<file path="config.mk">
export PLATFORM = sky130hd
export DESIGN_NAME = wrapping_byte_list_rng_top
export DESIGN_NICKNAME = d
export VERILOG_FILES = /design/src/rtl/core/wblr_pkg.sv /design/src/rtl/core/wrapping_byte_list_rng_top.sv /design/src/rtl/core/wblr_ram.sv
export SDC_FILE = /design/constraint.sdc
export NUM_CORES = 1
export LEC_CHECK = 0
export ABC_AREA = 1
export BUFFER_PORTS_ARGS = -buffer_cell sky130_fd_sc_hd__buf_4
export CORE_UTILIZATION = 59
export CTS_BUF_LIST = sky130_fd_sc_hd__clkbuf_2
export CTS_CLUSTER_DIAMETER = 60
export DETAILED_ROUTE_END_ITERATION = 10
export PLACE_DENSITY = 0.9
export SKIP_CTS_REPAIR_TIMING = 1
export SLEW_MARGIN = 30
export SYNTH_ARGS = -nofsm -noshare
export SYNTH_HDL_FRONTEND = slang
export SYNTH_SLANG_ARGS = --single-unit
export TNS_END_PERCENT = 50
</file>
<file path="constraint.sdc">
create_clock -name clock -period 5.1 [get_ports clock]
set_input_delay 1.02 -clock clock [delete_from_list [all_inputs] [get_ports clock]]
set_output_delay 1.02 -clock clock [all_outputs]
set_load 0.005 [all_outputs]
</file>
<file path="src/rtl/core/wblr_pkg.sv">
// Shared constants, codes and types for the wrapping byte list generator.
package wblr_pkg;

   localparam int LIST_DEPTH = 16;
   localparam int VAL_W      = 8;
   localparam int CFG_W      = 5;
   localparam int POS_W      = (LIST_DEPTH > 1) ? $clog2(LIST_DEPTH) : 1;
   localparam int LEN_W      = $clog2(LIST_DEPTH + 1);
   localparam int TGT_W      = $clog2(LIST_DEPTH + 255);

   localparam logic [CFG_W-1:0] LEN_RESET = CFG_W'(16);

   localparam logic [VAL_W-1:0] SCR_MUL = 8'd5;
   localparam logic [VAL_W-1:0] SCR_ADD = 8'd1;

   localparam logic [2:0] MODE_DRAW    = 3'd0;
   localparam logic [2:0] MODE_PEEK    = 3'd1;
   localparam logic [2:0] MODE_SKIP    = 3'd2;
   localparam logic [2:0] MODE_LOAD    = 3'd3;
   localparam logic [2:0] MODE_RESTART = 3'd4;
   localparam logic [2:0] MODE_SETIDX  = 3'd5;

   typedef enum logic [4:0] {
      ST_IDLE = 5'b00001,
      ST_DIV  = 5'b00010,
      ST_PEEK = 5'b00100,
      ST_DRAW = 5'b01000,
      ST_PASS = 5'b10000
   } state_type;

endpackage

</file>
<file path="src/rtl/core/wrapping_byte_list_rng_top.sv">
// Top level of the wrapping byte list generator: control sequencer around two list RAMs.
// Load, set index and unused modes: result the cycle after the transfer, busy stays low.
// Draw: result registered from the DRAW state; a wrapping draw then rescrambles the list.
// Peek and skip: the DIV state subtracts the length from position plus offset until below
// the length, then PEEK reads (peek) or a write-back walk follows (skip, when it wraps).
// Restart: result next cycle, then a copy walk over the whole depth; results cannot stall.
// Synchronous reset: position zero, length 16; list contents undefined until loaded.
module wrapping_byte_list_rng_top (
   input  logic                         clock,
   input  logic                         reset,
   input  logic                         start,
   output logic                         busy,
   input  logic [2:0]                   req_mode,
   input  logic [7:0]                   req_offset,
   input  logic [3:0]                   req_entry_index,
   input  logic [7:0]                   req_entry_value,
   output logic                         rsp_valid,
   output logic [7:0]                   rsp_value,
   output logic                         rsp_status,
   input  logic                         csr_write_enable,
   input  logic [wblr_pkg::CFG_W-1:0]   csr_write_data
);
   import wblr_pkg::*;

   state_type              state_ff, state_in;
   logic [POS_W-1:0]       pos_ff, pos_in;
   logic [CFG_W-1:0]       list_length_ff;
   logic                   is_peek_ff, is_peek_in;
   logic [TGT_W-1:0]       target_ff, target_in;
   logic [VAL_W-1:0]       mul_a_ff, mul_a_in;
   logic [VAL_W-1:0]       mul_c_ff, mul_c_in;
   logic                   wrapped_ff, wrapped_in;
   logic                   src_base_ff, src_base_in;
   logic [LEN_W-1:0]       idx_ff, idx_in;
   logic [LEN_W-1:0]       count_ff, count_in;
   logic                   pend_ff, pend_in;
   logic [POS_W-1:0]       waddr_ff, waddr_in;
   logic                   rsp_valid_ff, rsp_valid_in;
   logic [VAL_W-1:0]       rsp_value_ff, rsp_value_in;
   logic                   rsp_status_ff, rsp_status_in;

   logic [LEN_W-1:0]       len_eff;
   logic [LEN_W-1:0]       pos_next;
   logic [POS_W-1:0]       rd_addr;
   logic                   cur_we, base_we;
   logic [POS_W-1:0]       cur_waddr;
   logic [VAL_W-1:0]       cur_wdata, load_value;
   logic [VAL_W-1:0]       cur_rd, base_rd, xform;

   wblr_ram #(.WIDTH(VAL_W), .DEPTH(LIST_DEPTH)) u_cur_ram (
      .clock   (clock),
      .wr_en   (cur_we),
      .wr_addr (cur_waddr),
      .wr_data (cur_wdata),
      .rd_addr (rd_addr),
      .rd_data (cur_rd)
   );

   wblr_ram #(.WIDTH(VAL_W), .DEPTH(LIST_DEPTH)) u_base_ram (
      .clock   (clock),
      .wr_en   (base_we),
      .wr_addr (POS_W'(req_entry_index)),
      .wr_data (load_value),
      .rd_addr (rd_addr),
      .rd_data (base_rd)
   );

   always_comb begin
      if (list_length_ff == '0) begin
         len_eff = LEN_W'(1);
      end else if (TGT_W'(list_length_ff) > TGT_W'(LIST_DEPTH)) begin
         len_eff = LEN_W'(LIST_DEPTH);
      end else begin
         len_eff = LEN_W'(list_length_ff);
      end
   end

   assign pos_next   = LEN_W'(pos_ff) + LEN_W'(1);
   assign load_value = (req_entry_index == 4'd0 && req_entry_value == 8'd0) ? 8'd1
                                                                            : req_entry_value;
   assign xform      = 8'(mul_a_ff * (src_base_ff ? base_rd : cur_rd) + mul_c_ff);

   always_comb begin
      state_in      = state_ff;
      pos_in        = pos_ff;
      is_peek_in    = is_peek_ff;
      target_in     = target_ff;
      mul_a_in      = mul_a_ff;
      mul_c_in      = mul_c_ff;
      wrapped_in    = wrapped_ff;
      src_base_in   = src_base_ff;
      idx_in        = idx_ff;
      count_in      = count_ff;
      pend_in       = 1'b0;
      waddr_in      = waddr_ff;
      rsp_valid_in  = 1'b0;
      rsp_value_in  = '0;
      rsp_status_in = 1'b0;
      rd_addr       = pos_ff;
      cur_we        = 1'b0;
      base_we       = 1'b0;
      cur_waddr     = POS_W'(req_entry_index);
      cur_wdata     = load_value;

      case (state_ff)
         ST_IDLE: begin
            if (start) begin
               case (req_mode)
                  MODE_DRAW: begin
                     rd_addr     = pos_ff;
                     mul_a_in    = SCR_MUL;
                     mul_c_in    = SCR_ADD;
                     src_base_in = 1'b0;
                     if (pos_next >= len_eff) begin
                        pos_in     = '0;
                        wrapped_in = 1'b1;
                     end else begin
                        pos_in     = POS_W'(pos_next);
                        wrapped_in = 1'b0;
                     end
                     state_in = ST_DRAW;
                  end
                  MODE_PEEK, MODE_SKIP: begin
                     target_in   = TGT_W'(pos_ff) + TGT_W'(req_offset);
                     mul_a_in    = 8'd1;
                     mul_c_in    = 8'd0;
                     wrapped_in  = 1'b0;
                     src_base_in = 1'b0;
                     is_peek_in  = (req_mode == MODE_PEEK);
                     state_in    = ST_DIV;
                  end
                  MODE_LOAD: begin
                     if (TGT_W'(req_entry_index) < TGT_W'(LIST_DEPTH)) begin
                        cur_we  = 1'b1;
                        base_we = 1'b1;
                     end
                     pos_in       = '0;
                     rsp_valid_in = 1'b1;
                  end
                  MODE_RESTART: begin
                     pos_in       = '0;
                     src_base_in  = 1'b1;
                     mul_a_in     = 8'd1;
                     mul_c_in     = 8'd0;
                     idx_in       = '0;
                     count_in     = LEN_W'(LIST_DEPTH);
                     rsp_valid_in = 1'b1;
                     state_in     = ST_PASS;
                  end
                  MODE_SETIDX: begin
                     if (TGT_W'(req_entry_index) < TGT_W'(len_eff)) begin
                        pos_in = POS_W'(req_entry_index);
                     end else begin
                        rsp_status_in = 1'b1;
                     end
                     rsp_valid_in = 1'b1;
                  end
                  default: begin
                     rsp_valid_in = 1'b1;
                  end
               endcase
            end
         end
         ST_DIV: begin
            rd_addr = POS_W'(target_ff);
            if (target_ff >= TGT_W'(len_eff)) begin
               target_in  = target_ff - TGT_W'(len_eff);
               mul_a_in   = 8'(mul_a_ff * SCR_MUL);
               mul_c_in   = 8'(mul_c_ff * SCR_MUL + SCR_ADD);
               wrapped_in = 1'b1;
            end else if (is_peek_ff) begin
               state_in = ST_PEEK;
            end else begin
               pos_in       = POS_W'(target_ff);
               rsp_valid_in = 1'b1;
               if (wrapped_ff) begin
                  idx_in   = '0;
                  count_in = len_eff;
                  state_in = ST_PASS;
               end else begin
                  state_in = ST_IDLE;
               end
            end
         end
         ST_PEEK: begin
            rsp_valid_in = 1'b1;
            rsp_value_in = xform;
            state_in     = ST_IDLE;
         end
         ST_DRAW: begin
            rsp_valid_in = 1'b1;
            rsp_value_in = cur_rd;
            if (wrapped_ff) begin
               idx_in   = '0;
               count_in = len_eff;
               state_in = ST_PASS;
            end else begin
               state_in = ST_IDLE;
            end
         end
         ST_PASS: begin
            rd_addr = POS_W'(idx_ff);
            if (idx_ff < count_ff) begin
               idx_in   = idx_ff + LEN_W'(1);
               pend_in  = 1'b1;
               waddr_in = POS_W'(idx_ff);
            end
            if (pend_ff) begin
               cur_we    = 1'b1;
               cur_waddr = waddr_ff;
               cur_wdata = xform;
            end
            if (idx_ff == count_ff && !pend_ff) begin
               state_in = ST_IDLE;
            end
         end
         default: begin
            state_in = ST_IDLE;
         end
      endcase
   end

   always_ff @(posedge clock) begin
      if (reset) begin
         state_ff       <= ST_IDLE;
         pos_ff         <= '0;
         list_length_ff <= LEN_RESET;
         pend_ff        <= 1'b0;
         rsp_valid_ff   <= 1'b0;
      end else begin
         state_ff     <= state_in;
         pos_ff       <= pos_in;
         pend_ff      <= pend_in;
         rsp_valid_ff <= rsp_valid_in;
         if (csr_write_enable) begin
            list_length_ff <= csr_write_data;
         end
      end
   end

   always_ff @(posedge clock) begin
      is_peek_ff    <= is_peek_in;
      target_ff     <= target_in;
      mul_a_ff      <= mul_a_in;
      mul_c_ff      <= mul_c_in;
      wrapped_ff    <= wrapped_in;
      src_base_ff   <= src_base_in;
      idx_ff        <= idx_in;
      count_ff      <= count_in;
      waddr_ff      <= waddr_in;
      rsp_value_ff  <= rsp_value_in;
      rsp_status_ff <= rsp_status_in;
   end

   assign busy       = (state_ff != ST_IDLE);
   assign rsp_valid  = rsp_valid_ff;
   assign rsp_value  = rsp_value_ff;
   assign rsp_status = rsp_status_ff;

endmodule

</file>
<file path="src/rtl/core/wblr_ram.sv">
// Generic single-write, single-read RAM with registered read data.
module wblr_ram #(
   parameter int WIDTH = 8,
   parameter int DEPTH = 16
) (
   input  logic                                         clock,
   input  logic                                         wr_en,
   input  logic [((DEPTH > 1) ? $clog2(DEPTH) : 1)-1:0] wr_addr,
   input  logic [WIDTH-1:0]                             wr_data,
   input  logic [((DEPTH > 1) ? $clog2(DEPTH) : 1)-1:0] rd_addr,
   output logic [WIDTH-1:0]                             rd_data
);

   logic [WIDTH-1:0] mem_ff [DEPTH];
   logic [WIDTH-1:0] rd_data_ff;

   always_ff @(posedge clock) begin
      if (wr_en) begin
         mem_ff[wr_addr] <= wr_data;
      end
      rd_data_ff <= mem_ff[rd_addr];
   end

   assign rd_data = rd_data_ff;

endmodule

</file>
# Yosys cells after proc, flatten, opt, wreduce, memory -nomap -nowiden
# Memories as Yosys holds them, arrays and structs flattened. A register that Yosys moved wholly into a read port is not among the register bits.
# Index checks and enable logic that the tools add are counted.
[word_totals]
ff_bits = 67
mem_bits_rw = 256
in_bits = 32
out_inout_bits = 11
elab_cells = 157
mem_count = 2
[op_classes]
n_addsub = 6
multipliers = 3
magnitude_cmp = 5
n_eq_ne = 25
muxes = 71
n_bitwise = 1
n_reduce_logical = 28
[memory_table]
columns = ["name", "words", "word_bits", "read_ports", "rd_clocked_by_memory_dff", "write_ports", "line_no", "rtl"]
rows = [
  ["u_base_ram.mem_ff", 16, 8, 1, 1, 1, "wblr_ram.sv:14", "logic [WIDTH-1:0] mem_ff [DEPTH];"],
  ["u_cur_ram.mem_ff", 16, 8, 1, 1, 1, "wblr_ram.sv:14", ""],
]
[op_table]
columns = ["operator", "count"]
rows = [
  ["$mux 5", 18],
  ["$pmux 8 s2", 5],
  ["$mux 8", 8],
  ["$pmux 5 s4", 2],
  ["$pmux 5 s3", 2],
  ["$mux 4", 7],
  ["$mux 9", 3],
  ["$pmux 9 s2", 1],
  ["$mux 1", 17],
  ["$mul 8x3->8 const B", 2],
  ["$pmux 4 s2", 2],
  ["$reduce_and 4->1", 4],
  ["$ne 2x2->1 const B", 6],
  ["$pmux 4 s3", 1],
  ["$reduce_and 6->1", 2],
  ["$add 4x8->9", 1],
  ["$ge 9x5->1", 1],
  ["$reduce_and 3->1", 3],
  ["$sub 9x5->9", 1],
  ["$add 8x1->8 const B", 1],
  ["$add 8x8->8", 1],
  ["$logic_not 8->1", 1],
  ["$mul 8x8->8", 1],
  ["$pmux 1 s2", 4],
  ["36 further kinds", 45],
]

# Longest topological paths before layout
[depth]
depth_word = 8
mapped_depth = 26
depth_no_buf = 26

# Hierarchy
# From an unflattened synthesis, not the netlist that was laid out.
[unflattened]
hier_cells = 1859
hier_area_um2 = 17194.0
[by_module_without_submodules]
columns = ["mod", "n_inst", "cells_each", "area_each_um2"]
rows = [
  ["wblr_ram at u_base_ram", 1, 553, 5771.8],
  ["wblr_ram at u_cur_ram", 1, 551, 5766.8],
  ["wrapping_byte_list_rng_top", 1, 755, 5655.4],
]

# Least setup slack after synthesis
# No wires, ideal clock.
[synth_path]
path_kind = "register to register"
from = "register src_base_ff"
to = "memory u_cur_ram.mem_ff[0][7] (data pin)"
setup_time_ns = 0.320
arrival_ns = 4.403
path_slack_ns = 0.377
path_stages_with_launch = 26
n_path_buf = 1
synth_period_minus_slack_ns = 4.723
path_cell_list = "edfxtp_1 -> buf_4 -> o21ai_1 -> nand2_1 -> fa_1 -> inv_1 -> fa_1 -> inv_1 -> fa_1 -> fa_1 -> inv_1 -> ha_1 -> nand2_1 -> nand2_1 -> nor2_1 -> inv_1 -> nand2_1 -> nand2_1 -> nand2_1 -> nand2_1 -> nand2_1 -> nand2_1 -> nand2_1 -> nand2_1 -> nand2_1 -> nand2_1"
[synth_between]
elab_chain_len = 5
[synth_lines]
columns = ["item", "line_no", "rtl"]
rows = [
  ["start, declared", "wrapping_byte_list_rng_top.sv:33", "logic src_base_ff, src_base_in;"],
  ["start signal, assigned", "wrapping_byte_list_rng_top.sv:247", "src_base_ff <= src_base_in;"],
  ["$mux 8", "wrapping_byte_list_rng_top.sv:81", "assign xform = 8'(mul_a_ff * (src_base_ff ? base_rd : cur_rd) + mul_c_ff);"],
  ["$mul 8x8->8", "wrapping_byte_list_rng_top.sv:81", ""],
  ["$add 8x8->8", "wrapping_byte_list_rng_top.sv:81", ""],
  ["$mux 8", "wrapping_byte_list_rng_top.sv:208", "if (pend_ff) begin"],
  ["$mux 8", "wrapping_byte_list_rng_top.sv:105", "case (state_ff)"],
  ["named net cur_wdata[7]", "wrapping_byte_list_rng_top.sv:47", "logic [VAL_W-1:0] cur_wdata, load_value;"],
  ["end, declared", "wblr_ram.sv:14", ""],
]
# The timed path passes the listed nets, and every way through them passes these cells.

# Final worst setup path
[layout_path]
from = "register src_base_ff"
to = "memory u_cur_ram.mem_ff[10][7] (data pin)"
# The elaborated chain is that of the path after synthesis.

==> metrics.md <==
| Metric | Value |
|---|---|
| Slew Limit Fails | `0` |
| Core Area | `0.02909 mm^2` |
| Share of cells above drive strength 1 | `0.1126` |
| Main flop type after synthesis | `edfxtp_1` |
| Hold Crit Endpoint | `list_length_ff[4]` |
| Synth Warn # | `0` |
| Post-synthesis cell count | `1920` |
| Leakage power | `0.008727 uW` |
| Final period utilization | `0.9420` |
| Initial Util | `0.6065` |
| Mapped Area | `0.01764 mm^2` |
| Maximum fanout along the worst path | `16` |
| Die Height | `174.9 um` |
| Max-slew headroom | `0.3494` |
| WP data arrival | `5410 ps` |
| 1st-pass router iterations | `8` |
| Routability cong. | `0.9081` |
| Synth Register Bits | `337` |
| CP endpoint kind | `flip-flop` |
| TritonCTS Buffers | `83` |
| Fraction of registers with async set/reset | `0` |
| Grt ovf | `0` |
| Sequential element share of the synthesized area | `0.5504` |
| First-pass GRT wire length | `69030 um` |
| Average cell area after synthesis | `9.189 um^2` |
| Root buffer cell | `clkbuf_2` |
| Design Area, Final | `0.01900 mm^2` |
| Worst hold path stage count | `2` |
| H-tree depth | `3` |
| WS Path Type | `flip-flop to flip-flop` |
| P&R area growth vs syn | `7.674%` |
| Commonest non-fill, non-tap cell in the layout | `inv_1` |
| Cell variety after synth | `46` |
| Post-synth EDFFs | `296` |
| Pwr/cell area | `521.8 mW/mm^2` |
| Vias/cell | `5.835` |
| Final min period | `4804 ps` |
| Clock Pin Slew Worst Setup and Hold Paths | `100 ps` |
| Wire per inst | `18.17 um` |
| Outcome | `complete, no violations` |
| Min-Delay Startpoint | `csr_write_enable` |
| Max cap viols | `0` |
| R2r setup slk | `300 ps` |
| CTS sink cnt | `337` |
| Die Span X | `174.9 um` |
| Routed WL | `44120 um` |
| Routed Antenna Nets | `0` |
| Pre-CTS WS | `103.6 ps` |
| Worst setup margin | `295.8 ps` |
| Max Fclk | `0.2082 GHz` |
| Via count | `14170` |
| Post-DP Area | `0.01820 mm^2` |
| Peak supply drop | `0.4565 mV` |
| R2r endpoint | `u_cur_ram.mem_ff[10][7]` |
| Clock buffer depth | `3` |
| Min-Delay Path Class | `primary input to flip-flop` |
| Startpoint type of the worst setup path | `flip-flop` |
| Drt drc | `0` |
| Dpl hpwl | `28680 um` |
| Initial antenna violation count | `1` |
| Fin. Hold Viols | `0` |
| Nets | `2089` |
| Worst Path Required | `5710 ps` |
| Number of global-route vias before repair | `13710` |
| Least-Margin Pin Slew | `972.3 ps` |
| Die footprint | `0.03060 mm^2` |
| Most frequent cells in the layout | `inv_1 (407), nand2_1 (328), edfxtp_1 (296), nand3_1 (259), nand4_1 (134)` |
| # setup viols final | `0` |
| Row count | `62` |
| Worst skew pair latency | `930 ps` |
| Fill cells | `2224` |
| DR iter-0 viols | `1925` |
| Largest net degree at the start of global routing | `116` |
| Clock Skews | `71.60 ps` |
| I/O Pins | `43` |
| I/O Buffers | `42` |
| Worst r2r src | `src_base_ff` |
| Total global-route track usage | `0.2910` |
| R2R depth | `27` |
| TritonCTS clock tree | `yes` |
[sequential cells by signal, summed over array words and instances, names as in the netlist, 4 cells and up]
name                count
list_length_ff          5
count_ff                5
rsp_value               8
target_ff               9
idx_ff                  5
u_base_ram.mem_ff     128
mul_a_ff                6
u_cur_ram.mem_ff      128
mul_c_ff                8
u_base_ram.rd_data      8
state_ff                5
pos_ff                  4
waddr_ff                4
u_cur_ram.rd_data       8
[cell usage after synthesis, drive strengths merged (2+ instances only)]
master	number	area, um^2
xor2	8	70.07
xnor2	8	70.07
fa	20	400.4
nand4	134	838.3
a31o	2	17.52
buf	64	342.8
o211ai	2	15.01
nor2	106	417.9
nor3	10	50.05
o2111ai	2	17.52
a21oi	42	217.7
conb	2	7.510
a21boi	4	30.03
o31ai	2	15.01
edfxtp	296	8889
dfxtp	41	820.8
o21ai	56	284.0
nor4	2	12.51
nand3	263	1326
o22ai	5	31.28
nand3b	2	15.01
inv	415	1558
or2	4	25.02
ha	59	738.2
nand2	331	1245
clkbuf	30	112.6
[area by class of cell]
type,count,area [um^2],area share
flip-flops and latches,337,9709,0.5111
multi-input cells,1077,5992,0.3154
inverters,416,1562,0.08220
clock buffers,121,605.6,0.03188
repair buffers,63,488.0,0.02569
well taps,384,480.5,0.02529
clock inverters,29,156.4,0.008233
diodes,1,2.502,0.0001317
[worst max-delay path: stages, from the launching register on]
cell and delay [ps]:
edfxtp_1 540, buf_6 200, inv_1 130, nand2_1 70, nand2_1 110, nand2_1 80, fa_1 480, inv_1 40
ha_1 270, inv_1 60, fa_1 510, fa_1 590, inv_1 50, ha_1 330, nand2_1 80, nand2_1 50
nor2_1 120, inv_1 50, nand2_1 70, nand2_1 50, nand2_1 70, nand2_1 70, nand2_1 90, nand2_1 60
nand2_1 60, nand2_1 60, nand2_1 100, nand2_4 120
[layer usage]
layer  global-route usage  part of all wire  vias to the layer above  wire, um
li1                     -                 -                     6520         -
met5                    0                 0                        -         0
met3              0.05135              0.10                      174      4514
met2               0.4896              0.49                      932     21780
met4               0.1634             0.045                        0      1986
met1               0.3551              0.36                     6541     15840
[worst max path at each step]
stage,from,to,slack (ps),cells after the start
floorplan,src_base_ff,u_cur_ram.mem_ff[0][7],380,25
global placement,src_base_ff,u_cur_ram.mem_ff[1][7],210,24
detailed placement,src_base_ff,u_cur_ram.mem_ff[2][7],100,24
CTS,src_base_ff,u_cur_ram.mem_ff[10][7],90,24
global route,src_base_ff,u_cur_ram.mem_ff[10][7],-40,27
finish,src_base_ff,u_cur_ram.mem_ff[10][7],300,27
[report_power, final]
part | internal [uW] | switching, uW
clock network | 692 | 1100
logic | 1620 | 3030
registers | 3270 | 201
[stage by stage]
step / setup TNS [ps] / total power (uW) / util / hold slack, ps / std cells
final: 0 / 9912 / 0.6530 / 338.5 / 2428
after global placement: 0 / 7826 / 0.6252 / 476.0 / 2277
after detailed placement: 0 / 8022 / 0.6256 / 475.1 / 2277
after global routing: -460.2 / 10640 / 0.6530 / 280.7 / 2428
after floorplan: 0 / 6820 / - / 423.0 / 1924
after CTS: 0 / 9791 / 0.6518 / 285.1 / 2427
[kinds of logic (layout without fill, tap and decap cells)]
logic type | Yosys count | count (layout) | share of synthesized area
AND/OR/NAND/NOR | 855 | 855 | 0.2239
buffers and inverters | 510 | 629 | 0.1143
flip-flops | 337 | 337 | 0.5504
AO/OA/AOI/OAI | 120 | 120 | 0.03794
adder cells (fa/ha/maj) | 79 | 79 | 0.06454
XOR/XNOR | 16 | 16 | 0.007944
other | 2 | 7 | 0.0004257
multiplexers | 1 | 1 | 0.0005674
No activity file was read; power rests on OpenSTA's default activity.
